==> config.mk <==
export PLATFORM = sky130hd
export DESIGN_NAME = lmsf_ctrl
export DESIGN_NICKNAME = d
export VERILOG_FILES = /design/src/hw/rtl/lmsf_pkg.sv /design/src/hw/rtl/lmsf_ctrl.sv
export VERILOG_INCLUDE_DIRS = /design/src /design/src/hw/rtl
export SDC_FILE = /design/constraint.sdc
export NUM_CORES = 1
export LEC_CHECK = 0
export BUFFER_PORTS_ARGS = -buffer_cell sky130_fd_sc_hd__clkbuf_2
export CELL_PAD_IN_SITES_DETAIL_PLACEMENT = 1
export CELL_PAD_IN_SITES_GLOBAL_PLACEMENT = 2
export CORE_ASPECT_RATIO = 0.6
export CORE_MARGIN = 3
export CORE_UTILIZATION = 33
export CTS_BUF_LIST = sky130_fd_sc_hd__clkbuf_16
export CTS_CLUSTER_SIZE = 30
export DETAILED_ROUTE_END_ITERATION = 12
export GPL_TIMING_DRIVEN = 1
export PLACE_DENSITY_LB_ADDON = 0.1
export SLEW_MARGIN = 10
export SYNTH_ARGS = -nofsm -noshare
export SYNTH_HDL_FRONTEND = slang
export SYNTH_SLANG_ARGS = --single-unit
==> constraint.sdc <==
create_clock -name clk -period 4.55 [get_ports clk]
set_clock_uncertainty 0.2 [all_clocks]
set_input_delay 0.2275 -clock clk [delete_from_list [all_inputs] [get_ports clk]]
set_output_delay 0.2275 -clock clk [all_outputs]
set_load 0.01 [all_outputs]
==> src/hw/rtl/assert_macros.svh <==
// Assertion macros shared by the log-mel front end RTL
`ifndef ASSERT_MACROS_SVH
`define ASSERT_MACROS_SVH
// clocked check, off while rst is high
`define LMSF_ASSERT(lbl, prop, msg) \
  lbl: assert property (@(posedge clk) disable iff (rst) prop) else $error(msg);
// clocked check, active through reset as well
`define LMSF_ASSERT_ALWAYS(lbl, prop, msg) \
  lbl: assert property (@(posedge clk) prop) else $error(msg);
`endif

==> src/hw/rtl/lmsf_pkg.sv <==
// Shared constants, codes and command/status types of the log-mel front end
`timescale 1ns / 1ps
package lmsf_pkg;

  localparam int MAX_FFT_DEF     = 512;
  localparam int MAX_MELS_DEF    = 64;
  localparam int SAMPLE_BITS_DEF = 16;

  localparam int COEF_W     = 16;
  localparam int CMD_W      = 3;
  localparam int TIDX_W     = 15;
  localparam int LOG_W      = 14;
  localparam int MIDX_W     = 6;
  localparam int FRAME_W    = 20;
  localparam int CFG_IDX_W  = 8;
  localparam int CFG_DATA_W = 32;
  localparam int LEN_W      = 10;
  localparam int MELREG_W   = 7;
  localparam int POW_W      = 64;

  localparam logic [CMD_W-1:0] CMD_WINDOW = 3'd0;
  localparam logic [CMD_W-1:0] CMD_COSINE = 3'd1;
  localparam logic [CMD_W-1:0] CMD_SINE   = 3'd2;
  localparam logic [CMD_W-1:0] CMD_FILTER = 3'd3;
  localparam logic [CMD_W-1:0] CMD_SAMPLE = 3'd4;

  localparam logic [CFG_IDX_W-1:0] REG_FFT_LENGTH  = 8'd0;
  localparam logic [CFG_IDX_W-1:0] REG_HOP_SIZE    = 8'd1;
  localparam logic [CFG_IDX_W-1:0] REG_MEL_COUNT   = 8'd2;
  localparam logic [CFG_IDX_W-1:0] REG_MAX_SAMPLES = 8'd3;

  localparam logic [LEN_W-1:0]      RST_FFT_LENGTH  = 10'd400;
  localparam logic [LEN_W-1:0]      RST_HOP_SIZE    = 10'd160;
  localparam logic [MELREG_W-1:0]   RST_MEL_COUNT   = 7'd64;
  localparam logic [CFG_DATA_W-1:0] RST_MAX_SAMPLES = 32'd0;

  // ln(2) in Q16, and ln(1e-10) in Q6.8
  localparam logic signed [17:0]      LN2_Q16   = 18'sd45426;
  localparam logic signed [LOG_W-1:0] LOG_FLOOR = -14'sd5895;

  typedef enum logic [12:0] {
    ST_IDLE   = 13'b0000000000001,
    ST_WIN    = 13'b0000000000010,
    ST_WDRAIN = 13'b0000000000100,
    ST_DFT    = 13'b0000000001000,
    ST_DDRAIN = 13'b0000000010000,
    ST_SQRE   = 13'b0000000100000,
    ST_SQIM   = 13'b0000001000000,
    ST_PWR    = 13'b0000010000000,
    ST_MEL    = 13'b0000100000000,
    ST_MDRAIN = 13'b0001000000000,
    ST_NORM   = 13'b0010000000000,
    ST_LMUL   = 13'b0100000000000,
    ST_OUT    = 13'b1000000000000
  } state_t;

  typedef struct packed {
    logic take;
    logic win_issue;
    logic dft_begin;
    logic dft_issue;
    logic sq_re;
    logic sq_im;
    logic pwr_write;
    logic mel_begin;
    logic mel_issue;
    logic log_start;
    logic log_step;
    logic log_mul;
    logic out_load;
    logic mel_next;
    logic frame_done;
  } dp_cmd_t;

  typedef struct packed {
    logic trigger;
    logic last_i;
    logic last_k;
    logic last_m;
    logic pipe_busy;
    logic log_done;
    logic out_free;
  } dp_stat_t;

endpackage

==> src/hw/rtl/lmsf_ctrl.sv <==
// Frame sequencer: steps the datapath through window, DFT, power, mel and log
`timescale 1ns / 1ps
`include "assert_macros.svh"
module lmsf_ctrl import lmsf_pkg::*; (
  input  logic     clk,
  input  logic     rst,
  input  logic     feed_valid,
  output logic     feed_ready,
  input  dp_stat_t stat,
  output dp_cmd_t  cmd
);

  state_t st, st_next;

  always_ff @(posedge clk) begin
    if (rst) begin
      st <= ST_IDLE;
    end else begin
      st <= st_next;
    end
  end

  always_comb begin
    cmd        = '0;
    st_next    = st;
    feed_ready = 1'b0;
    case (st)
      ST_IDLE: begin
        feed_ready = 1'b1;
        cmd.take   = feed_valid;
        if (feed_valid && stat.trigger) begin
          st_next = ST_WIN;
        end
      end
      ST_WIN: begin
        cmd.win_issue = 1'b1;
        if (stat.last_i) begin
          st_next = ST_WDRAIN;
        end
      end
      ST_WDRAIN: begin
        if (!stat.pipe_busy) begin
          cmd.dft_begin = 1'b1;
          st_next       = ST_DFT;
        end
      end
      ST_DFT: begin
        cmd.dft_issue = 1'b1;
        if (stat.last_i) begin
          st_next = ST_DDRAIN;
        end
      end
      ST_DDRAIN: begin
        if (!stat.pipe_busy) begin
          st_next = ST_SQRE;
        end
      end
      ST_SQRE: begin
        cmd.sq_re = 1'b1;
        st_next   = ST_SQIM;
      end
      ST_SQIM: begin
        cmd.sq_im = 1'b1;
        st_next   = ST_PWR;
      end
      ST_PWR: begin
        cmd.pwr_write = 1'b1;
        if (stat.last_k) begin
          cmd.mel_begin = 1'b1;
          st_next       = ST_MEL;
        end else begin
          cmd.dft_begin = 1'b1;
          st_next       = ST_DFT;
        end
      end
      ST_MEL: begin
        cmd.mel_issue = 1'b1;
        if (stat.last_k) begin
          st_next = ST_MDRAIN;
        end
      end
      ST_MDRAIN: begin
        if (!stat.pipe_busy) begin
          cmd.log_start = 1'b1;
          st_next       = ST_NORM;
        end
      end
      ST_NORM: begin
        if (stat.log_done) begin
          st_next = ST_LMUL;
        end else begin
          cmd.log_step = 1'b1;
        end
      end
      ST_LMUL: begin
        cmd.log_mul = 1'b1;
        st_next     = ST_OUT;
      end
      ST_OUT: begin
        if (stat.out_free) begin
          cmd.out_load = 1'b1;
          if (stat.last_m) begin
            cmd.frame_done = 1'b1;
            st_next        = ST_IDLE;
          end else begin
            cmd.mel_next  = 1'b1;
            cmd.mel_begin = 1'b1;
            st_next       = ST_MEL;
          end
        end
      end
      default: begin
        st_next = ST_IDLE;
      end
    endcase
  end

  `LMSF_ASSERT(a_one_issue, $onehot0({cmd.take, cmd.win_issue, cmd.dft_issue, cmd.mel_issue}), "more than one issue strobe")
  `LMSF_ASSERT(a_frame_starts, (cmd.take && stat.trigger) |=> cmd.win_issue, "frame did not start window pass")
  `LMSF_ASSERT(a_log_after_drain, cmd.log_start |-> !stat.pipe_busy, "log read mel sum before pipeline drained")

endmodule

==> flow_metrics.py, run 1 <==
metrics = {
    "clocking": {
        "clock-sinks": 13,
        "htree_levels": 1,
        "cts_buffer_depth": 2,
        "path_clk_slew_ns": 0.05,
        "ctsResizeCount": 0,
        "cts-root-buf": "clkbuf_16",
        "clkLatencyLatePin_ns": 0.25,
        "cts_setup_buffers": 0,
        "cts_tree": "built",
        "cts_buffers": 3,
        "hold_buffers": 0,
    },
    "routing": {
        "vias": 1190,
        "dr.pass1.iters": 5,
        "ant_nets": 0,
        "totalWireLength_mm": 3.926,
        "routedWlPerCell_um": 20.03,
        "drt_drc_violations_left": 0,
        "via_per_inst": 6.071,
        "drt_iter0_drc": 81,
    },
    "pwr": {
        "p_total_w": 0.0005054,
        "ir_worst_vdd_uv": 193.5,
        "p_per_area_nw_per_um2": 392.6,
        "power_leakage_nw": 0.5446,
    },
    "synth": {
        "syn_inst": 140,
        "synth_top_cell_area_share": 0.2319,
        "synth_seq_area_share": 0.2319,
        "synth_area_leaders": "dfxtp_1 (23%), nor2_1 (5.0%), nor4b_1 (4.7%), and4b_1 (4.5%), a21oi_1 (4.0%)",
        "synth_common_cells": "nor2_1 (15), dfxtp_1 (13), a21oi_1 (9), nor3_1 (9), clkbuf_1 (7)",
        "synthesis.nets": 150,
        "synth_ff_type": "dfxtp_1",
        "synth_edf_count": 0,
        "synth.ff_latch_count": 13,
        "yosys_warnings": 0,
        "synthesis.area_sq_um": 1122,
        "synth_top_area_cell": "dfxtp_1",
        "ys_types": 41,
        "avgSynthCellArea_sq_um": 8.017,
        "async_flop_share": 0,
        "synth.most_common_cell": "nor2_1",
    },
    "finish": {
        "regArea_sq_um": 260.3,
        "final_layout_size_suffix_gt1_frac": 0.2532,
        "largest-register": "st",
        "antennaDiodeCount": 0,
        "largest_reg_flops": 13,
        "utilization": 0.4209,
        "biggestRegsByFlops": "st: 13 flops",
        "syn2layout_area_growth_pct": 14.72,
        "multi_input_area_sq_um": 752.0,
        "final_nets": 165,
        "nFillCells": 376,
    },
    "grt": {
        "met1_usage": 0.2980,
        "antenna_found_initial": 0,
        "grt_pass1_wl_mm": 6.334,
        "grt_max_degree": 19,
        "use_met3": 0.04754,
        "grt-busiest-layer": "met2",
        "grt.met2_usage": 0.3068,
        "grt_pass1_vias": 1192,
        "grt_usage": 0.2055,
        "overflow": 0,
    },
    "sta": {
        "fin_setup_tns_ns": 0,
        "slew_headroom": 0.4223,
        "timing.final.max_slew_violations": 0,
        "period_minus_slack_ns": 2.926,
        "rsz0062_at_grt": "false",
        "fmax_mhz": 341.7,
        "period_share": 0.6431,
        "worst_slew_pin_slew_ns": 0.8654,
        "setup_violations": 0,
        "hold_violations": 0,
    },
    "placed_design": {
        "dpl.hpwl_mm": 2.960,
        "port_buffers": 25,
        "routabilityCongestion": 0.7916,
    },
    "worst_setup_path": {
        "crit_required_ns": 4.12,
        "critPathCaptureType": "output pin",
        "cp-start-kind": "flip-flop",
        "path_class": "flip-flop to output pin",
        "arrival_ns": 2.50,
        "crit_fanout": 10,
    },
    "floorplanning": {
        "design.die.area_sq_um": 4160,
        "die_w_um": 81.29,
        "coreArea_sq_um": 3059,
        "initial_core_util": 0.3669,
        "fp-row-count": 15,
        "die_h_um": 51.18,
        "io_pins": 26,
    },
    "run": {
        "cap_viol_max_count": 0,
    },
    "min_path": {
        "min_path_type": "input port to flip-flop",
    },
    "run_status": {
        "status": "complete, no violations",
    },
}
-- worst max-delay path, stage by stage, from the launching register on --
cell      delay (ns)
dfxtp_1         0.40
or4_1           0.81
nor4_1          0.66
and2_1          0.24
clkbuf_2        0.14
-- area by class of cell --
| class | instances | area share |
|---|---|---|
| inverter | 5 | 0.01458 |
| timing repair buffer | 25 | 0.09718 |
| clock buffer | 3 | 0.05831 |
| sequential | 13 | 0.2021 |
| tap | 42 | 0.04082 |
| clock inverter | 1 | 0.002915 |
| multi-input combinational | 107 | 0.5841 |
-- metal layers --
metal	vias up	routed length, um
li1	572	-
met1	571	1903
met2	43	1686
met3	4	308
met4	0	27
met5	-	0
-- metrics by stage --
stage / area, sq um / hold slack [ns] / instances / setup WS, ns
global placement: 1209 / 0.3174 / 192 / 1.970
global route: 1287 / 0.08572 / 196 / 1.508
detailed placement: 1209 / 0.3205 / 192 / 1.949
CTS: 1287 / 0.06301 / 196 / 1.668
floorplan: 1122 / 0.1053 / 140 / 2.217
finish: 1287 / 0.06417 / 196 / 1.624
-- kinds of logic after synthesis --
logic type / synth area share
xor gates and xnor gates: 0.03903
AOI/OAI and AO/OA: 0.2096
buffers and inverters: 0.09811
DFF: 0.2319
and+or+nand+nor: 0.4214
-- path summary, 6_finish.rpt --
check                 startpoint             endpoint  slack, ns  cells after the start
max reg2reg   st[8]$_SDFFE_PP0P_  st[11]$_SDFFE_PP0P_       1.93                      5
min                      stat[2]   st[5]$_SDFFE_PP0P_       0.06                      2
max          st[10]$_SDFFE_PP0P_              cmd[14]       1.62                      4
min reg2reg   st[9]$_SDFFE_PP0P_   st[9]$_SDFFE_PP0P_       0.39                      2
-- power breakdown --
part,switching [W],leakage (nW),internal (W)
registers,0.0000255,0.105,0.000123
clock network,0.0000557,0.0423,0.000117
logic,0.000112,0.397,0.0000733
-- cell usage in the layout, fill, tap and decap left out, types with 3 or more instances in the layout --
cell,count
dfxtp_1,13
inv_1,6
clkbuf_2,25
o31ai_1,6
clkbuf_16,3
nand4_1,6
nand3_1,4
nor2_1,15
nor3_1,9
and4b_1,5
nand2_1,5
xnor2_1,3
nor4b_1,6
or4_1,3
nor3b_1,4
nor4_1,4
a21oi_1,9
Note: power is estimated with default switching activity, not from simulation.
==> run 2: changes to the inputs <==
--- a/config.mk
+++ b/config.mk
@@ -11,7 +11,7 @@
 export CELL_PAD_IN_SITES_GLOBAL_PLACEMENT = 2
 export CORE_ASPECT_RATIO = 0.6
 export CORE_MARGIN = 3
-export CORE_UTILIZATION = 33
+export CORE_UTILIZATION = 30
 export CTS_BUF_LIST = sky130_fd_sc_hd__clkbuf_16
 export CTS_CLUSTER_SIZE = 30
 export DETAILED_ROUTE_END_ITERATION = 12
==> constraint.sdc (replaced) <==
create_clock -name clk -period 2.9 [get_ports clk]
set_clock_uncertainty 0.2 [all_clocks]
set_input_delay 0.145 -clock clk [delete_from_list [all_inputs] [get_ports clk]]
set_output_delay 0.145 -clock clk [all_outputs]
set_load 0.01 [all_outputs]
==> run 2 against run 1 <==
  * Design area rose by 4.6%
  * Wire length increased by 0.13%
  * Utilization down 2.8 points
  * Worst hold slack worse by 0.054 ns
  * Critical path type unchanged
  * Largest cell class unchanged
  * Largest power group unchanged
==> flow_metrics.py, run 2 (synthesis gave the netlist of run 1 again) <==
metrics = {
    "finish": {
        "syn2layout_area_growth_pct": 19.96,
        "final_cell_mix": "clkbuf_2 (25), nor2_1 (15), dfxtp_1 (13)",
        "nFillCells": 428,
        "final_nets": 172,
        "biggestRegsByFlops": "st: 13 flops",
        "multi_input_area_sq_um": 752.0,
        "largest_reg_flops": 13,
        "regArea_sq_um": 260.3,
        "largest-register": "st",
        "finalInstanceArea_sq_um": 1346,
        "antennaDiodeCount": 0,
        "final_layout_size_suffix_gt1_frac": 0.2795,
        "fin_cells": 206,
        "final_common_cell": "clkbuf_2",
    },
    "routing": {
        "totalWireLength_mm": 3.931,
        "drt_drc_violations_left": 0,
        "via_per_inst": 5.825,
        "routedWlPerCell_um": 19.08,
        "drt_iter0_drc": 93,
        "ant_nets": 0,
        "dr.pass1.iters": 4,
        "vias": 1200,
    },
    "min_path": {
        "min_path_type": "input port to flip-flop",
        "hold_depth": 3,
    },
    "sta": {
        "slew_headroom": 0.6288,
        "fmax_mhz": 366.5,
        "setup_violations": 0,
        "fin_ws_ns": 0.1715,
        "period_share": 0.9409,
        "worst_slew_pin_slew_ns": 0.5518,
        "period_minus_slack_ns": 2.729,
        "timing.final.max_slew_violations": 0,
        "hold_violations": 0,
        "rsz0062_at_grt": "false",
        "fin_setup_tns_ns": 0,
    },
    "worst_setup_path": {
        "crit_fanout": 10,
        "rr_worst_depth": 5,
        "cp-start-kind": "flip-flop",
        "critPathCaptureType": "output pin",
        "crit_required_ns": 2.56,
        "path_class": "flip-flop to output pin",
        "arrival_ns": 2.38,
    },
    "pwr": {
        "ir_worst_vdd_uv": 199.3,
        "swShare": 0.3804,
        "clkPwrFrac": 0.332,
        "pwr-share-seq": 0.288,
        "intPower_w": 0.0004993,
        "p_sw_w": 0.0003065,
        "p_total_w": 0.0008058,
        "p_comb_frac": 0.380,
        "power_leakage_nw": 0.5787,
        "p_per_area_nw_per_um2": 598.6,
    },
    "floorplanning": {
        "die_h_um": 53.38,
        "fp-row-count": 16,
        "die_w_um": 84.96,
        "coreArea_sq_um": 3423,
        "io_pins": 26,
        "design.die.area_sq_um": 4535,
        "initial_core_util": 0.3279,
    },
    "clocking": {
        "cts-root-buf": "clkbuf_16",
        "clkLatencyLatePin_ns": 0.25,
        "clock-sinks": 13,
        "ctsResizeCount": 0,
        "htree_levels": 1,
        "path_clk_slew_ns": 0.05,
        "cts_setup_buffers": 0,
        "cts_tree": "built",
        "hold_buffers": 1,
        "cts_buffer_depth": 2,
        "cts_buffers": 3,
    },
    "run": {
        "cap_viol_max_count": 0,
    },
    "placed_design": {
        "port_buffers": 25,
        "dp_cells": 201,
        "routabilityCongestion": 0.8392,
        "dpl.hpwl_mm": 3.113,
        "place_area_sq_um": 1257,
        "place_worst_setup_slack_ns": 0.4620,
    },
    "grt": {
        "grt_usage": 0.1889,
        "grt_pass1_vias": 1221,
        "grt_pass1_wl_mm": 6.479,
        "grt_max_degree": 15,
        "antenna_found_initial": 0,
        "overflow": 0,
    },
    "run_status": {
        "status": "complete, no violations",
    },
}
run 2: changes by cell type in the layout (fill, tap and decap cells not counted), sizes merged:
cell	previous run	this run
dlygate4sd3	0	1
buf	0	6
run 2: through the flow:
stage / util / hold slack, ns
4_1_cts: 0.3933 / 0.006699
3_5_place_dp: 0.3673 / 0.2396
5_1_grt: 0.3933 / 0.03366
3_3_place_gp: 0.3673 / 0.2174
2_1_floorplan: - / 0.02283
6_report: 0.3933 / 0.009679
run 2: layer usage:
metal / GRT usage / wire, um / up-vias
met3: 0.04666 / 199 / 6
li1: - / - / 583
met1: 0.2757 / 2121 / 580
met2: 0.2758 / 1579 / 31
met4: 0.03947 / 30 / 0
met5: 0 / 0 / -
run 2: final cells by class:
type | count | share of cell area
Tap cell | 45 | 0.04182
Clock buffer | 3 | 0.05576
Clock inverter | 1 | 0.002788
Sequential cell | 13 | 0.1933
Inverter | 5 | 0.01394
Multi-Input combinational cell | 107 | 0.5586
Timing Repair Buffer | 32 | 0.1338
run 2: path summary, 6_finish.rpt:
path | endpoint | slack [ns] | startpoint
max | cmd[12] | 0.17 | st[10]$_SDFFE_PP0P_
min | st[8]$_SDFFE_PP0P_ | 0.01 | stat[4]
max reg2reg | st[7]$_SDFFE_PP0P_ | 0.49 | st[10]$_SDFFE_PP0P_
min reg2reg | st[9]$_SDFFE_PP0P_ | 0.38 | st[9]$_SDFFE_PP0P_
run 2: power groups by stage:
stage          Clock (W)  Sequential [W]  Combinational (W)
3_3_place_gp           0        0.000232           0.000298
2_1_floorplan          0        0.000198           0.000234
3_5_place_dp           0        0.000233           0.000301
6_report        0.000268        0.000232           0.000306
5_1_grt         0.000282        0.000234           0.000334
4_1_cts         0.000274        0.000230           0.000304
run 2: critical path, cell delays in order, from the launching register on:
cell	delay, ns
dfxtp_1	0.39
or4_1	0.77
nor3_2	0.31
and4b_1	0.32
o2bb2ai_1	0.17
clkbuf_2	0.17
